==> src/sv/ook_enc_pkg.sv <==
// ----------------------------------------------------------------------------
// ook_enc_pkg
// Shared types and constants for the OOK key-fob pulse encoder.
// ----------------------------------------------------------------------------
package ook_enc_pkg;

  // Width of a pulse duration on the output stream
  localparam int unsigned DurW = 21;

  // Widths of the input fields
  localparam int unsigned KeyW   = 8;
  localparam int unsigned NBitsW = 4;

  // Most bits a byte can carry
  localparam logic [NBitsW-1:0] MaxBits = NBitsW'(8);

  // Protocol mode codes
  localparam logic [1:0] MODE_BIPHASE_LONG  = 2'd0;
  localparam logic [1:0] MODE_PWM           = 2'd1;
  localparam logic [1:0] MODE_BIPHASE_SHORT = 2'd2;
  localparam logic [1:0] MODE_UNUSED        = 2'd3;

  // Register indexes (byte address is 4 * index)
  localparam logic REG_PROTOCOL_MODE = 1'b0;
  localparam logic REG_TIME_ELEMENT  = 1'b1;

  // Pulse sequencer states
  typedef enum logic [2:0] {
    ST_IDLE,
    ST_PRE_HI,
    ST_PRE_LO,
    ST_BIT_A,
    ST_BIT_B,
    ST_TRAIL
  } seq_state_e;

  // Multiples of the time element the duration unit can form
  typedef enum logic [1:0] {
    MUL_1,
    MUL_3,
    MUL_30,
    MUL_31
  } te_mul_e;

endpackage

==> src/sv/ook_remote_pulse_encoder.sv <==
// ----------------------------------------------------------------------------
// ook_remote_pulse_encoder
// Turns key bytes into on-off-keyed pulses (level, duration) in pulse-width
// or biphase coding, with a preamble (pulse-width mode only) and trailer, under an APB register port.
// ----------------------------------------------------------------------------
// Start: a taken byte request is registered into the sequencer state; the first pulse is
//   formed from that state and registered in the output register once the slot is free.
// Throughput: one pulse per cycle while the output is not stalled, from a single
//   shift/add duration unit; the input is ready again only once all pulses of a byte (0..19) are loaded.
// Reset: rst_ni asynchronous, active low; mode 0, time element 0, no frame open.
module ook_remote_pulse_encoder
  import ook_enc_pkg::*;
#(
  parameter int unsigned TE_BITS = 16
) (
  input  logic        clk_i,
  input  logic        rst_ni,

  // APB register port
  input  logic        psel,
  input  logic        penable,
  input  logic        pwrite,
  input  logic [2:0]  paddr,
  input  logic [31:0] pwdata,
  output logic [31:0] prdata,
  output logic        pready,

  // Input bytes
  input  logic        s_axis_tvalid,
  output logic        s_axis_tready,
  input  logic [15:0] s_axis_tdata,   // [7:0] key_byte, [11:8] valid_bits, [15:12] zero
  input  logic        s_axis_tlast,   // last_byte

  // Output pulses
  output logic        m_axis_tvalid,
  input  logic        m_axis_tready,
  output logic [23:0] m_axis_tdata,   // [0] pulse_level, [21:1] pulse_duration, [23:22] zero
  output logic        m_axis_tlast,   // run_last
  output logic        m_axis_tuser    // frame_end
);

  // --------------------------------------------------------------------------
  // Configuration registers
  // --------------------------------------------------------------------------
  logic [1:0]         mode_q;
  logic [TE_BITS-1:0] te_q;
  logic               cfg_wr;

  assign cfg_wr = psel && penable && pwrite;
  assign pready = 1'b1;

  always_ff @(posedge clk_i or negedge rst_ni) begin
    if (!rst_ni) begin
      mode_q <= MODE_BIPHASE_LONG;
      te_q   <= '0;
    end else if (cfg_wr) begin
      if (paddr[2] == REG_TIME_ELEMENT) begin
        te_q <= pwdata[TE_BITS-1:0];
      end else begin
        mode_q <= pwdata[1:0];
      end
    end
  end

  // Read back
  logic [TE_BITS+31:0] te_rd;
  assign te_rd = {32'd0, te_q};

  always_comb begin
    if (paddr[2] == REG_TIME_ELEMENT) begin
      prdata = te_rd[31:0];
    end else begin
      prdata = {30'd0, mode_q};
    end
  end

  // --------------------------------------------------------------------------
  // Shared duration unit: te times 1, 3, 30 or 31 by one shift-add/subtract
  // --------------------------------------------------------------------------
  logic [TE_BITS+DurW-1:0] te_wide;
  logic [DurW-1:0]         te_ext;
  te_mul_e                 mul_sel;
  logic [DurW-1:0]         op_a, op_b;
  logic                    op_sub;
  logic [DurW-1:0]         dur;

  assign te_wide = {{DurW{1'b0}}, te_q};
  assign te_ext  = te_wide[DurW-1:0];

  always_comb begin
    op_a   = te_ext;
    op_b   = '0;
    op_sub = 1'b0;
    case (mul_sel)
      MUL_1: begin
        op_a = te_ext;
        op_b = '0;
      end
      MUL_3: begin
        op_a = te_ext << 1;
        op_b = te_ext;
      end
      MUL_30: begin
        op_a   = te_ext << 5;
        op_b   = te_ext << 1;
        op_sub = 1'b1;
      end
      MUL_31: begin
        op_a   = te_ext << 5;
        op_b   = te_ext;
        op_sub = 1'b1;
      end
      default: begin
        op_a = te_ext;
        op_b = '0;
      end
    endcase
  end

  assign dur = op_sub ? (op_a - op_b) : (op_a + op_b);

  // --------------------------------------------------------------------------
  // Sequencer registers
  // --------------------------------------------------------------------------
  seq_state_e         state_q, state_d;
  logic [KeyW-1:0]    key_q, key_d;
  logic [NBitsW-1:0]  cnt_q, cnt_d;
  logic               last_q, last_d;
  logic               fip_q, fip_d;

  logic               out_valid_q, out_valid_d;
  logic               out_level_q, out_level_d;
  logic [DurW-1:0]    out_dur_q, out_dur_d;
  logic               out_last_q, out_last_d;
  logic               out_fend_q, out_fend_d;

  logic               in_req;
  logic               slot_free;
  logic               load;
  logic               active;
  logic [KeyW-1:0]    in_key;
  logic [NBitsW-1:0]  in_nbits;
  logic [NBitsW-1:0]  in_nbits_sat;
  logic               cur_bit;
  logic               pulse_level;
  logic               pulse_fend;
  seq_state_e         after_bits;
  seq_state_e         nxt;

  assign in_key       = s_axis_tdata[KeyW-1:0];
  assign in_nbits     = s_axis_tdata[KeyW+NBitsW-1:KeyW];
  assign in_nbits_sat = (in_nbits > MaxBits) ? MaxBits : in_nbits;

  assign s_axis_tready = (state_q == ST_IDLE);
  assign in_req        = s_axis_tvalid && s_axis_tready;
  assign active        = (te_q != '0) && (mode_q != MODE_UNUSED);
  assign slot_free     = !out_valid_q || m_axis_tready;
  assign cur_bit       = key_q[KeyW-1];
  assign after_bits    = last_q ? ST_TRAIL : ST_IDLE;

  always_ff @(posedge clk_i or negedge rst_ni) begin
    if (!rst_ni) begin
      state_q     <= ST_IDLE;
      fip_q       <= 1'b0;
      out_valid_q <= 1'b0;
    end else begin
      state_q     <= state_d;
      fip_q       <= fip_d;
      out_valid_q <= out_valid_d;
    end
  end

  // Payload, no reset
  always_ff @(posedge clk_i) begin
    key_q       <= key_d;
    cnt_q       <= cnt_d;
    last_q      <= last_d;
    out_level_q <= out_level_d;
    out_dur_q   <= out_dur_d;
    out_last_q  <= out_last_d;
    out_fend_q  <= out_fend_d;
  end

  // Next state and pulse forming
  always_comb begin
    state_d     = state_q;
    key_d       = key_q;
    cnt_d       = cnt_q;
    last_d      = last_q;
    fip_d       = fip_q;
    mul_sel     = MUL_1;
    pulse_level = 1'b0;
    pulse_fend  = 1'b0;
    nxt         = ST_IDLE;
    load        = 1'b0;

    case (state_q)
      ST_IDLE: begin
        if (in_req && active) begin
          key_d  = in_key;
          cnt_d  = in_nbits_sat;
          last_d = s_axis_tlast;
          fip_d  = !s_axis_tlast;
          if (mode_q == MODE_PWM && !fip_q) begin
            state_d = ST_PRE_HI;
          end else if (in_nbits_sat != '0) begin
            state_d = ST_BIT_A;
          end else if (s_axis_tlast) begin
            state_d = ST_TRAIL;
          end else begin
            state_d = ST_IDLE;
          end
        end
      end
      ST_PRE_HI: begin
        pulse_level = 1'b1;
        mul_sel     = MUL_1;
        nxt         = ST_PRE_LO;
        load        = slot_free;
      end
      ST_PRE_LO: begin
        pulse_level = 1'b0;
        mul_sel     = MUL_31;
        nxt         = (cnt_q != '0) ? ST_BIT_A : after_bits;
        load        = slot_free;
      end
      ST_BIT_A: begin
        if (mode_q == MODE_PWM) begin
          pulse_level = 1'b1;
          mul_sel     = cur_bit ? MUL_3 : MUL_1;
        end else begin
          pulse_level = cur_bit;
          mul_sel     = MUL_1;
        end
        nxt  = ST_BIT_B;
        load = slot_free;
      end
      ST_BIT_B: begin
        if (mode_q == MODE_PWM) begin
          pulse_level = 1'b0;
          mul_sel     = cur_bit ? MUL_1 : MUL_3;
        end else begin
          pulse_level = !cur_bit;
          mul_sel     = MUL_1;
        end
        nxt  = (cnt_q > NBitsW'(1)) ? ST_BIT_A : after_bits;
        load = slot_free;
        if (slot_free) begin
          key_d = key_q << 1;
          cnt_d = cnt_q - NBitsW'(1);
        end
      end
      ST_TRAIL: begin
        pulse_level = 1'b0;
        pulse_fend  = 1'b1;
        mul_sel     = (mode_q == MODE_BIPHASE_LONG) ? MUL_30 : MUL_1;
        nxt         = ST_IDLE;
        load        = slot_free;
      end
      default: begin
        state_d = ST_IDLE;
      end
    endcase

    if (load) begin
      state_d = nxt;
    end
  end

  // Output register
  always_comb begin
    out_level_d = out_level_q;
    out_dur_d   = out_dur_q;
    out_last_d  = out_last_q;
    out_fend_d  = out_fend_q;
    if (load) begin
      out_valid_d = 1'b1;
      out_level_d = pulse_level;
      out_dur_d   = dur;
      out_last_d  = (nxt == ST_IDLE);
      out_fend_d  = pulse_fend;
    end else if (m_axis_tready) begin
      out_valid_d = 1'b0;
    end else begin
      out_valid_d = out_valid_q;
    end
  end

  assign m_axis_tvalid = out_valid_q;
  assign m_axis_tdata  = {2'b00, out_dur_q, out_level_q};
  assign m_axis_tlast  = out_last_q;
  assign m_axis_tuser  = out_fend_q;

`ifndef SYNTHESIS
  // Trailer is always the final pulse of its byte
  assert property (@(posedge clk_i) disable iff (!rst_ni)
    m_axis_tvalid && m_axis_tuser |-> m_axis_tlast)
    else $error("frame end pulse without run_last");

  // Trailer is always carrier off
  assert property (@(posedge clk_i) disable iff (!rst_ni)
    m_axis_tvalid && m_axis_tuser |-> !m_axis_tdata[0])
    else $error("frame end pulse with carrier on");

  // Bit states only with bits left to send
  assert property (@(posedge clk_i) disable iff (!rst_ni)
    (state_q == ST_BIT_A || state_q == ST_BIT_B) |-> (cnt_q != '0))
    else $error("bit pulse with no bits left");

  // A finished run returns the sequencer to idle
  assert property (@(posedge clk_i) disable iff (!rst_ni)
    load && (nxt == ST_IDLE) |=> s_axis_tready)
    else $error("sequencer not idle after last pulse");
`endif

endmodule
==> config.mk <==
export PLATFORM = sky130hd
export DESIGN_NAME = ook_remote_pulse_encoder
export DESIGN_NICKNAME = d
export VERILOG_FILES = /design/src/sv/ook_enc_pkg.sv /design/src/sv/ook_remote_pulse_encoder.sv
export SDC_FILE = /design/constraint.sdc
export NUM_CORES = 1
export LEC_CHECK = 0
export BUFFER_PORTS_ARGS = -buffer_cell sky130_fd_sc_hd__buf_2
export CORE_MARGIN = 2
export CORE_UTILIZATION = 50
export DETAILED_ROUTE_END_ITERATION = 12
export GPL_TIMING_DRIVEN = 0
export HOLD_SLACK_MARGIN = 0.12
export PLACE_DENSITY_LB_ADDON = 0.05
export SLEW_MARGIN = 40
export SYNTH_ARGS = -nofsm -noshare
export SYNTH_HDL_FRONTEND = slang
export SYNTH_SLANG_ARGS = --single-unit
==> constraint.sdc <==
create_clock -name clk_i -period 5.89 [get_ports clk_i]
set_input_delay 1.178 -clock clk_i [delete_from_list [all_inputs] [get_ports clk_i]]
set_output_delay 1.178 -clock clk_i [all_outputs]
set_load 0.05 [all_outputs]
### After elaboration in Yosys (flattened, before gate mapping)

Cells that the tools add are included.

| operators by class | value |
|---|---|
| add/subtract/negate cells | 3 |
| $mul | 0 |
| divide/modulo/power cells | 0 |
| magnitude comparators | 2 |
| equal/unequal tests | 14 |
| shift operators | 0 |
| muxes and demuxes | 35 |
| bitwise gates (word level) | 1 |
| reductions and logical operators | 28 |

Operator list:

| cell | count |
|---|---|
| 21-bit one-hot mux with 3 select lines | 2 |
| 3-bit two-way mux | 8 |
| 21-bit adder | 1 |
| 21-bit two-way mux | 1 |
| 21-bit subtractor | 1 |
| 16-bit two-way mux | 1 |
| 8-bit two-way mux | 2 |
| 8-bit one-hot mux with 2 select lines | 1 |
| 16-bit nonzero test | 1 |
| 4-bit two-way mux | 3 |
| 3-bit one-hot mux with 4 select lines | 1 |
| 1-bit two-way mux | 11 |
| 2-bit one-hot mux with 4 select lines | 1 |
| 4-bit one-hot mux with 2 select lines | 1 |
| 2-bit AND reduction | 4 |
| 4-bit nonzero test | 2 |
| 3-bit by 2-bit equality test with 1-bit output (second input constant) | 2 |
| 3-bit equality test (second input constant) | 2 |
| 1-bit logical AND | 6 |
| 3-bit logical NOT | 2 |
| 3-bit one-hot mux with 2 select lines | 1 |
| 5-bit OR reduction | 1 |
| 2-bit by 1-bit equality test with 1-bit output (second input constant) | 2 |
| 2-bit equality test (second input constant) | 2 |
| other kinds (16) | 24 |

| storage, ports and cells | value |
|---|---|
| bits in registers | 60 |
| bits in latches | 0 |
| RAM bits | 0 |
| memory bits (read-only) | 0 |
| input port bits | 59 |
| output and inout port bits | 61 |
| word-level logic and storage cells | 95 |
| memories kept | 0 |

### Logic depth before layout (Yosys ltp)

Gate-level depths: netlist of run 1.

| logic depth | value |
|---|---|
| depth in word-level cells | 8 |
| mapped depth | 21 |
| gate-level depth less buffers | 18 |

### Least setup slack after synthesis of run 1

Ideal clock, no wire load.

| path | value |
|---|---|
| path type | register to register |
| start point | register state_q[0] |
| end point | register out_dur_q[18], data pin |
| setup time | 0.256 ns |
| data arrival time | 4.412 ns |
| data required time | 5.634 ns |
| path slack | 1.222 ns |
| cell stages (with the launch flop) | 22 |
| path buffers | 3 |
| period minus slack after synthesis | 4.668 ns |
| path through | dfrtp_1 > or4b_1 > buf_2 > or2_4 > nand2_2 > buf_1 > nand2_1 > ha_1 > o211ai_1 > o211ai_1 > nor2_1 > mux2i_1 > a21oi_1 > ha_1 > clkbuf_1 > o21ai_0 > o21a_1 > o2111ai_1 > a21oi_1 > a211oi_1 > nand4_1 > o211a_1 |

| between the ends | value |
|---|---|
| cells in the longest elaborated chain, start to end | 7 |

Ends and longest elaborated chain:

| element | line | text |
|---|---|---|
| start: declaration | ook_remote_pulse_encoder.sv:125 | `seq_state_e state_q, state_d;` |
| start signal: assignment | ook_remote_pulse_encoder.sv:167 | `state_q <= state_d;` |
| 3-bit equality test / 3-bit by 2-bit equality test with 1-bit output (equally long branches) | ook_remote_pulse_encoder.sv:197 | `case (state_q)` |
| 2-bit one-hot mux with 4 select lines (*) | ook_remote_pulse_encoder.sv:197 |  |
| 2-bit equality test / 2-bit by 1-bit equality test with 1-bit output (equally long branches) | ook_remote_pulse_encoder.sv:94 | `case (mul_sel)` |
| 2-bit OR reduction (no line) | n/a |  |
| 21-bit one-hot mux with 3 select lines | ook_remote_pulse_encoder.sv:94 |  |
| 21-bit adder / 21-bit subtractor (equally long branches) | ook_remote_pulse_encoder.sv:120 | `assign dur = op_sub ? (op_a - op_b) : (op_a + op_b);` |
| 21-bit two-way mux (*) | ook_remote_pulse_encoder.sv:120 |  |
| via dur[18] | ook_remote_pulse_encoder.sv:85 | `logic [DurW-1:0] dur;` |
| end signal: assignment | ook_remote_pulse_encoder.sv:179 | `out_dur_q <= out_dur_d;` |
| end: declaration | ook_remote_pulse_encoder.sv:133 | `logic [DurW-1:0] out_dur_q, out_dur_d;` |

Mark *: on every way through the listed nets, which the timed path passes. The rest lies on a longest branch. The select of a mux whose other input is x is not followed.
A chain may end at the register's enable or synchronous reset.

### Final worst setup path of run 1

| path | value |
|---|---|
| start point | register key_q[7] |
| end point | register out_dur_q[18], data pin |

| between the ends | value |
|---|---|
| cells in the longest elaborated chain, start to end | 8 |

Ends and longest elaborated chain:

| element | line | text |
|---|---|---|
| start: declaration | ook_remote_pulse_encoder.sv:126 | `logic [KeyW-1:0] key_q, key_d;` |
| start signal: assignment | ook_remote_pulse_encoder.sv:175 | `key_q <= key_d;` |
| 1-bit two-way mux, on equally long branches | ook_remote_pulse_encoder.sv:241, ook_remote_pulse_encoder.sv:230 |  |
| 1-bit two-way mux, on equally long branches | ook_remote_pulse_encoder.sv:239, ook_remote_pulse_encoder.sv:228 |  |
| 2-bit one-hot mux with 4 select lines (*) | ook_remote_pulse_encoder.sv:197 |  |
| 2-bit equality test / 2-bit by 1-bit equality test with 1-bit output (equally long branches) | ook_remote_pulse_encoder.sv:94 |  |
| 2-bit OR reduction (no line) | n/a |  |
| 21-bit one-hot mux with 3 select lines | ook_remote_pulse_encoder.sv:94 |  |
| 21-bit adder / 21-bit subtractor (equally long branches) | ook_remote_pulse_encoder.sv:120 |  |
| 21-bit two-way mux (*) | ook_remote_pulse_encoder.sv:120 |  |
| via dur[18] | ook_remote_pulse_encoder.sv:85 |  |

Marked as above.

==> impl_metrics.tcl, run 1 <==
set metrics [dict create \
    count_of_flip_flops_with_a_built_in_enable_after_synthesis 37 \
    number_of_antenna_violations_at_the_first_check_in_global_routing 0 \
    period_needed_ns 5.55 \
    tns_ns 0 \
    mostFrequentLayoutCell "sky130_fd_sc_hd__buf_2" \
    detail_route.vias_per_cell 5.71 \
    fin_crit_sh 0.941 \
    dr_vias 4607 \
    critPathArrivalTime_ns 5.67 \
    antennaDiodeCount 0 \
    run_status "completed" \
    dieArea_sq_um 10600 \
    grt_util_all_layers 0.263 \
    synth_largest_type_area_fraction 0.227 \
    portBuffers 77 \
    critical_path.slowest_cell "sky130_fd_sc_hd__edfxtp_1" \
    startpoint_type "register" \
    grt_start_max_net_pins 25 \
    holdCritStartpoint "key_q[1]" \
    grt_setup_unrepaired "false" \
    ys_ff_latch 60 \
    post_synth_num_cell_types 73 \
    worst-path-max-fanout 10 \
    cp_cell_sequence "or4b_1 > buf_2 > or2_4 > nand2_2 > clkbuf_2 > nand2_1 > ha_1 > nand3_1 > o211ai_1 > nor2_1 > mux2i_1 > a21oi_1 > ha_1 > clkbuf_1 > o21ai_0 > o21a_1 > o2111ai_1 > a21oi_1 > a211oi_2 > nand4_1 > o211a_1" \
    die_outline_width_microns 103 \
    num-fill-cells 925 \
    finClkSkew_ns 0.0105 \
    clk_path_buf_depth 2 \
    finalHoldViolations 0 \
    post_synth_instance_area_sq_um 4880 \
    asyncSetResetFlopFracSynth 0.383 \
    die_y_microns 103 \
    clk_latency_ns 0.36 \
    rows 36 \
    avgRoutedWirePerCell_microns 16.6 \
    design.final.nets 748 \
    yosys_warnings 0 \
    drive_gt1_frac 0.227 \
    cts.sinks 60 \
    ws_path_type "reg -> reg" \
    detailed_place_hpwl_mm 10.1 \
    critical-path-max-stage-delay_ns 0.51 \
    clkSlewWorstSetupHoldPaths_ns 0.07 \
    final_weighted_congestion_in_routability_driven_placement 0.894 \
    worstMarginPinSlew_ns 0.694 \
    timing.max_slew.rel_slack 0.536 \
    crit-reg2reg-launch "key_q[7]" \
    synth-compound-area-share 0.228 \
    post_synth_fa_ha_maj_area_fraction 0.0528 \
    route.detailed.drc 0 \
    drv.max_cap_violation_count 0 \
    post_synth_and_or_nand_nor_area_fraction 0.204 \
    synth_top_cells_by_area "sky130_fd_sc_hd__edfxtp_1 (23%), sky130_fd_sc_hd__dfrtp_1 (12%), sky130_fd_sc_hd__nand2_1 (5.0%), sky130_fd_sc_hd__ha_1 (4.9%), sky130_fd_sc_hd__mux2_2 (4.8%)" \
    timing.final.max_slew_violations 0 \
    postSynth.topFlopCell "sky130_fd_sc_hd__edfxtp_1" \
    cell_count_after_synthesis 564 \
    critPathCaptureType "register" \
    area_delta_synth_final_pct 16.7 \
    cts.root.buffer_cell "sky130_fd_sc_hd__clkbuf_8" \
    setup_viol 0 \
    synth-xor-area-share 0.0412 \
    gr-total-overflow 0 \
    global_route_wire_length_before_repair_mm 21.4 \
    peak_freq_mhz 180 \
    synth_mux_area_frac 0.0525 \
    cp-startpoint "key_q[7]" \
    number_of_global_route_vias_before_repair 4312 \
    num_io_pins 120 \
    timing.critical_path.required_ns 6.01 \
    h-tree-depth 3 \
    layout.cells.most_common_list "sky130_fd_sc_hd__buf_2 (83), sky130_fd_sc_hd__nand2_1 (65), sky130_fd_sc_hd__a21oi_1 (39)" \
    drt_pass1_iterations 5 \
    detail_route.wirelength_mm 13.4 \
    postSynthAreaPerCell_sq_um 8.66 \
    post-synth-top-area-cell "sky130_fd_sc_hd__edfxtp_1" \
    cts_inserted_buffers 9 \
    synth.yosys.seq_area_share 0.345 \
    dominant_combinational_cell_family_by_area_after_synthesis "compound AO/OA/AOI/OAI gates" \
    drt_iter0_markers 274 \
    route.antenna.remaining_nets 0 \
    core_region_area_sq_um 9640 \
    timing.hold.worst.class "reg -> reg" \
    cts_tree "built" \
    initial_utilization 0.507 \
]
layer usage:
layer | vias up | track usage | share of wire
li1 | 2249 | - | -
met1 | 2156 | 0.361 | 0.46
met2 | 182 | 0.420 | 0.46
met3 | 20 | 0.0542 | 0.067
met4 | 0 | 0.0820 | 0.014
met5 | - | 0 | 0
cells by family (layout without fill, tap and decap cells):
kind of cell,count (synthesis),after routing
xor+xnor,23,23
compound gates,167,167
other cells,2,19
fa+ha+maj,20,20
flops,60,60
buf+inv,75,168
mux,23,23
simple gates,194,194
path summary, 6_finish.rpt:
path,to,slack [ns],cells past startpoint
max,out_dur_q[18],0.34,21
min,key_q[2],0.51,2
max reg2reg,out_dur_q[18],0.34,21
min reg2reg,key_q[2],0.51,2
max in group asynchronous,te_q[3],4.75,1
min in group asynchronous,te_q[14],0.79,1
repair_timing:
action | 4_1_cts | 5_1_grt
hold buffers | 0 | 0
endpoints found under the setup margin | 0 | 3
buffers inserted | 0 | 0
resized for setup | 0 | 2
registers in the layout (all words and copies together), names as in the netlist, 2 cells and up:
register	flops
mode_q	2
key_q	8
state_q	3
cnt_q	4
out_dur_q	21
te_q	16
worst max-delay path, delay by kind of cell (launching register included):
family / cells / cell delay [ns]
AOI/OAI and AO/OA: 8 / 1.64
adders and majority gates: 2 / 0.59
buffers and inverters: 3 / 0.75
DFF: 1 / 0.51
muxes: 1 / 0.22
and+or+nand+nor: 7 / 1.59
synth_stat cells (3+ instances only):
library cell / instances
sky130_fd_sc_hd__a211o_1: 3
sky130_fd_sc_hd__a211oi_1: 10
sky130_fd_sc_hd__a21o_1: 9
sky130_fd_sc_hd__a21oi_1: 39
sky130_fd_sc_hd__a221oi_1: 4
sky130_fd_sc_hd__a22oi_1: 4
sky130_fd_sc_hd__a311o_1: 3
sky130_fd_sc_hd__a31oi_1: 11
sky130_fd_sc_hd__and2_1: 19
sky130_fd_sc_hd__buf_2: 6
sky130_fd_sc_hd__buf_4: 20
sky130_fd_sc_hd__clkbuf_1: 28
sky130_fd_sc_hd__dfrtp_1: 23
sky130_fd_sc_hd__edfxtp_1: 37
sky130_fd_sc_hd__ha_1: 19
sky130_fd_sc_hd__inv_1: 18
sky130_fd_sc_hd__mux2_2: 21
sky130_fd_sc_hd__nand2_1: 65
sky130_fd_sc_hd__nand2b_1: 11
sky130_fd_sc_hd__nand3_1: 11
sky130_fd_sc_hd__nand3b_1: 7
sky130_fd_sc_hd__nand4_1: 6
sky130_fd_sc_hd__nor2_1: 34
sky130_fd_sc_hd__nor2b_1: 3
sky130_fd_sc_hd__nor3_1: 13
sky130_fd_sc_hd__o211a_1: 4
sky130_fd_sc_hd__o211ai_1: 6
sky130_fd_sc_hd__o21a_1: 3
sky130_fd_sc_hd__o21ai_0: 30
sky130_fd_sc_hd__o21bai_1: 5
sky130_fd_sc_hd__o22ai_1: 13
sky130_fd_sc_hd__o31ai_1: 4
sky130_fd_sc_hd__or2_2: 3
sky130_fd_sc_hd__xnor2_1: 20
sky130_fd_sc_hd__xor2_1: 3
per-stage QoR:
stage	worst slack (ns)	std cells	hold WS (ns)	instance area, sq um	utilization
finish	0.345	807	0.512	5700	0.591
global route	0.0438	807	0.541	5700	0.591
CTS	0.162	807	0.517	5690	0.591
detailed placement	0.195	791	0.499	5500	0.571
global placement	0.256	791	0.489	5500	0.571
floorplan	1.22	581	0.484	4950	-
cell type report:
cell class | instances | area [sq um] | area share
sequential | 60 | 1690 | 0.296
clock buffer | 11 | 141 | 0.0248
inverter | 18 | 67.6 | 0.0119
multi-input combinational | 446 | 2900 | 0.509
clock inverter | 5 | 52.6 | 0.00922
tap | 133 | 166 | 0.0292
buffer | 57 | 299 | 0.0525
timing repair buffer | 77 | 385 | 0.0676
Power of run 1 is left out: the tool's default activity adds up to more than one toggle a clock period on the data nets, which glitch-free logic cannot reach.
==> inputs of run 2 (changes only) <==
--- a/config.mk
+++ b/config.mk
@@ -5,6 +5,7 @@
 export SDC_FILE = /design/constraint.sdc
 export NUM_CORES = 1
 export LEC_CHECK = 0
+export ABC_AREA = 1
 export BUFFER_PORTS_ARGS = -buffer_cell sky130_fd_sc_hd__buf_2
 export CORE_MARGIN = 2
 export CORE_UTILIZATION = 50
==> constraint.sdc (replaced) <==
create_clock -name clk_i -period 7 [get_ports clk_i]
set_input_delay 1.4 -clock clk_i [delete_from_list [all_inputs] [get_ports clk_i]]
set_output_delay 1.4 -clock clk_i [all_outputs]
set_load 0.05 [all_outputs]
==> run 2 against run 1 <==
Against the previous run: register-to-register slack gained 2.2 ns; clock-buffer cell count shrank 2; cell count grew 4.8%; non-clock buffer count shrank 14; hold slack worse by 0.011 ns; clock skew shrank 0.0034 ns; synthesized area fell by 4.0%; critical endpoint is now out_dur_q[20].
==> impl_metrics.tcl, run 2 <==
set metrics [dict create \
    run_status "completed" \
    postSynthAreaPerCell_sq_um 7.54 \
    drt_iter0_markers 172 \
    design.final.nets 809 \
    finClkSkew_ns 0.00708 \
    post_synth_instance_area_sq_um 4690 \
    rows 35 \
    area_delta_synth_final_pct 17.6 \
    synth-compound-area-share 0.154 \
    post-synth-top-area-cell "sky130_fd_sc_hd__edfxtp_1" \
    timing.critical_path.required_ns 7.10 \
    initial_utilization 0.512 \
    dr_vias 4223 \
    core_region_area_sq_um 9150 \
    synth.yosys.seq_area_share 0.360 \
    number_of_antenna_violations_at_the_first_check_in_global_routing 0 \
    route.antenna.remaining_nets 0 \
    worst-path-max-fanout 10 \
    postCtsSetupBuffers 0 \
    drive_gt1_frac 0.222 \
    cts_repair_resize_count 0 \
    drt_pass1_iterations 4 \
    timing.hold.worst.class "reg -> reg" \
    drv.max_cap_violation_count 0 \
    cp_cell_sequence "inv_1 > nor2_2 > nand2_2 > nor3_4 > nor2_1 > buf_2 > inv_1 > nor2_1 > clkbuf_1 > a21oi_1 > ha_1 > nand2_1 > o21ai_1 > nand2_1 > nand2_1 > a21boi_1 > o21ai_0 > a21o_1 > nand4_1 > nand2_1 > nand2_1 > nand3_1 > nand2_1" \
    ws_path_type "reg -> reg" \
    yosys_warnings 0 \
    synth_top_cells_by_area "sky130_fd_sc_hd__edfxtp_1 (24%), sky130_fd_sc_hd__nand2_1 (12%), sky130_fd_sc_hd__dfrtp_1 (12%), sky130_fd_sc_hd__inv_1 (6.6%), sky130_fd_sc_hd__ha_1 (5.1%)" \
    largest_register_ff_count 21 \
    num-fill-cells 864 \
    cts_inserted_buffers 9 \
    global_route_wire_length_before_repair_mm 19.1 \
    grt_start_max_net_pins 24 \
    post_synth_num_cell_types 51 \
    worstHoldPathCells 2 \
    post_synth_most_frequent_cells "sky130_fd_sc_hd__nand2_1 (154), sky130_fd_sc_hd__inv_1 (82), sky130_fd_sc_hd__nor2_1 (55)" \
    yosys.cell_count.top_type "sky130_fd_sc_hd__nand2_1" \
    startpoint_type "register" \
    timing.final.max_slew_violations 0 \
    cts_tree "built" \
    avgRoutedWirePerCell_microns 13.8 \
    die_y_microns 101 \
    post_synth_and_or_nand_nor_area_fraction 0.243 \
    register_containing_the_most_flip_flops_in_the_final_layout "out_dur_q" \
    clk_latency_ns 0.34 \
    dieArea_sq_um 10200 \
    route.detailed.drc 0 \
    grt_setup_unrepaired "false" \
    number_of_global_route_vias_before_repair 3878 \
    crit_top_cell "sky130_fd_sc_hd__nand2_1" \
    antennaDiodeCount 0 \
    count_of_flip_flops_with_a_built_in_enable_after_synthesis 37 \
    clk_path_buf_depth 2 \
    die_outline_width_microns 101 \
    reg_top3 "out_dur_q (21), te_q (16), key_q (8)" \
    detailed_place_hpwl_mm 9.35 \
    clkSlewWorstSetupHoldPaths_ns 0.08 \
    period_needed_ns 4.48 \
    ys_ff_latch 60 \
    worstMarginPinSlew_ns 0.701 \
    gr-total-overflow 0 \
    peak_freq_mhz 223 \
    num_io_pins 120 \
    cell_count_after_synthesis 622 \
    asyncSetResetFlopFracSynth 0.383 \
    finalHoldViolations 0 \
    critPathArrivalTime_ns 4.59 \
    dominant_combinational_cell_family_by_area_after_synthesis "simple AND/OR/NAND/NOR gates" \
    postSynth.topFlopCell "sky130_fd_sc_hd__edfxtp_1" \
    detail_route.vias_per_cell 4.99 \
    synth_largest_type_area_fraction 0.237 \
    setup_viol 0 \
    timing.reg2reg.worst_path_depth 23 \
    tns_ns 0 \
    critical-path-max-stage-delay_ns 0.45 \
    mostFrequentLayoutCell "sky130_fd_sc_hd__nand2_1" \
    grt_util_all_layers 0.241 \
    detail_route.wirelength_mm 11.7 \
    fin_crit_sh 0.641 \
    critPathCaptureType "register" \
    critical_path.slowest_cell "sky130_fd_sc_hd__ha_1" \
    post_synth_fa_ha_maj_area_fraction 0.0550 \
    synth-xor-area-share 0.0616 \
    portBuffers 78 \
    timing.max_slew.rel_slack 0.528 \
    holdBufCountCts 0 \
    cts.root.buffer_cell "sky130_fd_sc_hd__clkbuf_8" \
    cts.sinks 60 \
    h-tree-depth 3 \
    synth_mux_area_frac 0.00240 \
    final_weighted_congestion_in_routability_driven_placement 0.868 \
    layout.cells.most_common_list "sky130_fd_sc_hd__nand2_1 (154), sky130_fd_sc_hd__inv_1 (82), sky130_fd_sc_hd__buf_2 (80)" \
]
-- run 2: worst paths after layout --
path | startpoint | end | slack (ns)
setup reg to reg | state_q[0] | out_dur_q[20] | 2.52
max in group asynchronous | rst_ni | te_q[8] | 5.60
min in group asynchronous | rst_ni | mode_q[0] | 1.03
hold reg to reg | fip_q | fip_q | 0.50
hold / removal | fip_q | fip_q | 0.50
setup / recovery | state_q[0] | out_dur_q[20] | 2.52
-- run 2: final cells by class --
type,instances,area [sq um],share of cell area
inverter,86,323,0.0585
buffer,40,250,0.0454
clock inverter,7,75.1,0.0136
tap,111,139,0.0252
timing repair buffer,80,413,0.0749
clock buffer,9,124,0.0225
multi-input combinational,453,2500,0.454
sequential,60,1690,0.306
-- run 2: cell families (layout without fill, tap and decap cells) --
logic type               count (synthesis)  after routing
AO/OA/AOI/OAI                          117            117
XOR/XNOR                                33             33
adder cells (fa/ha/maj)                 20             20
buffers and inverters                  126            222
flip-flops                              60             60
multiplexers                             1              1
other                                    2             19
AND/OR/NAND/NOR                        263            263
-- run 2: critical path, delay by kind of cell, from the launching register on --
family / cells / cell delay (ns)
flip-flops: 1 / 0.42
adder cells (fa/ha/maj): 1 / 0.45
buffers and inverters: 4 / 0.91
AND/OR/NAND/NOR: 13 / 1.34
AO/OA/AOI/OAI: 5 / 1.11
-- run 2: routing by layer --
metal  share of wire  routed length (microns)  track usage
met4          0.0094                      110       0.0548
met2            0.43                     5040        0.369
met3           0.057                      670       0.0437
met5               0                        0            0
met1            0.50                     5890        0.355
-- run 2: stage by stage --
step / cell area, sq um / setup WS (ns) / hold WS [ns] / utilization / instances
finish: 5520 / 2.52 / 0.502 / 0.603 / 846
global route: 5520 / 2.05 / 0.524 / 0.603 / 846
CTS: 5520 / 2.48 / 0.505 / 0.603 / 846
detailed placement: 5320 / 2.52 / 0.486 / 0.581 / 830
global placement: 5280 / 2.53 / 0.468 / 0.577 / 828
floorplan: 4750 / 2.91 / 0.453 / - / 639
Power of run 2 is left out for the same reason.
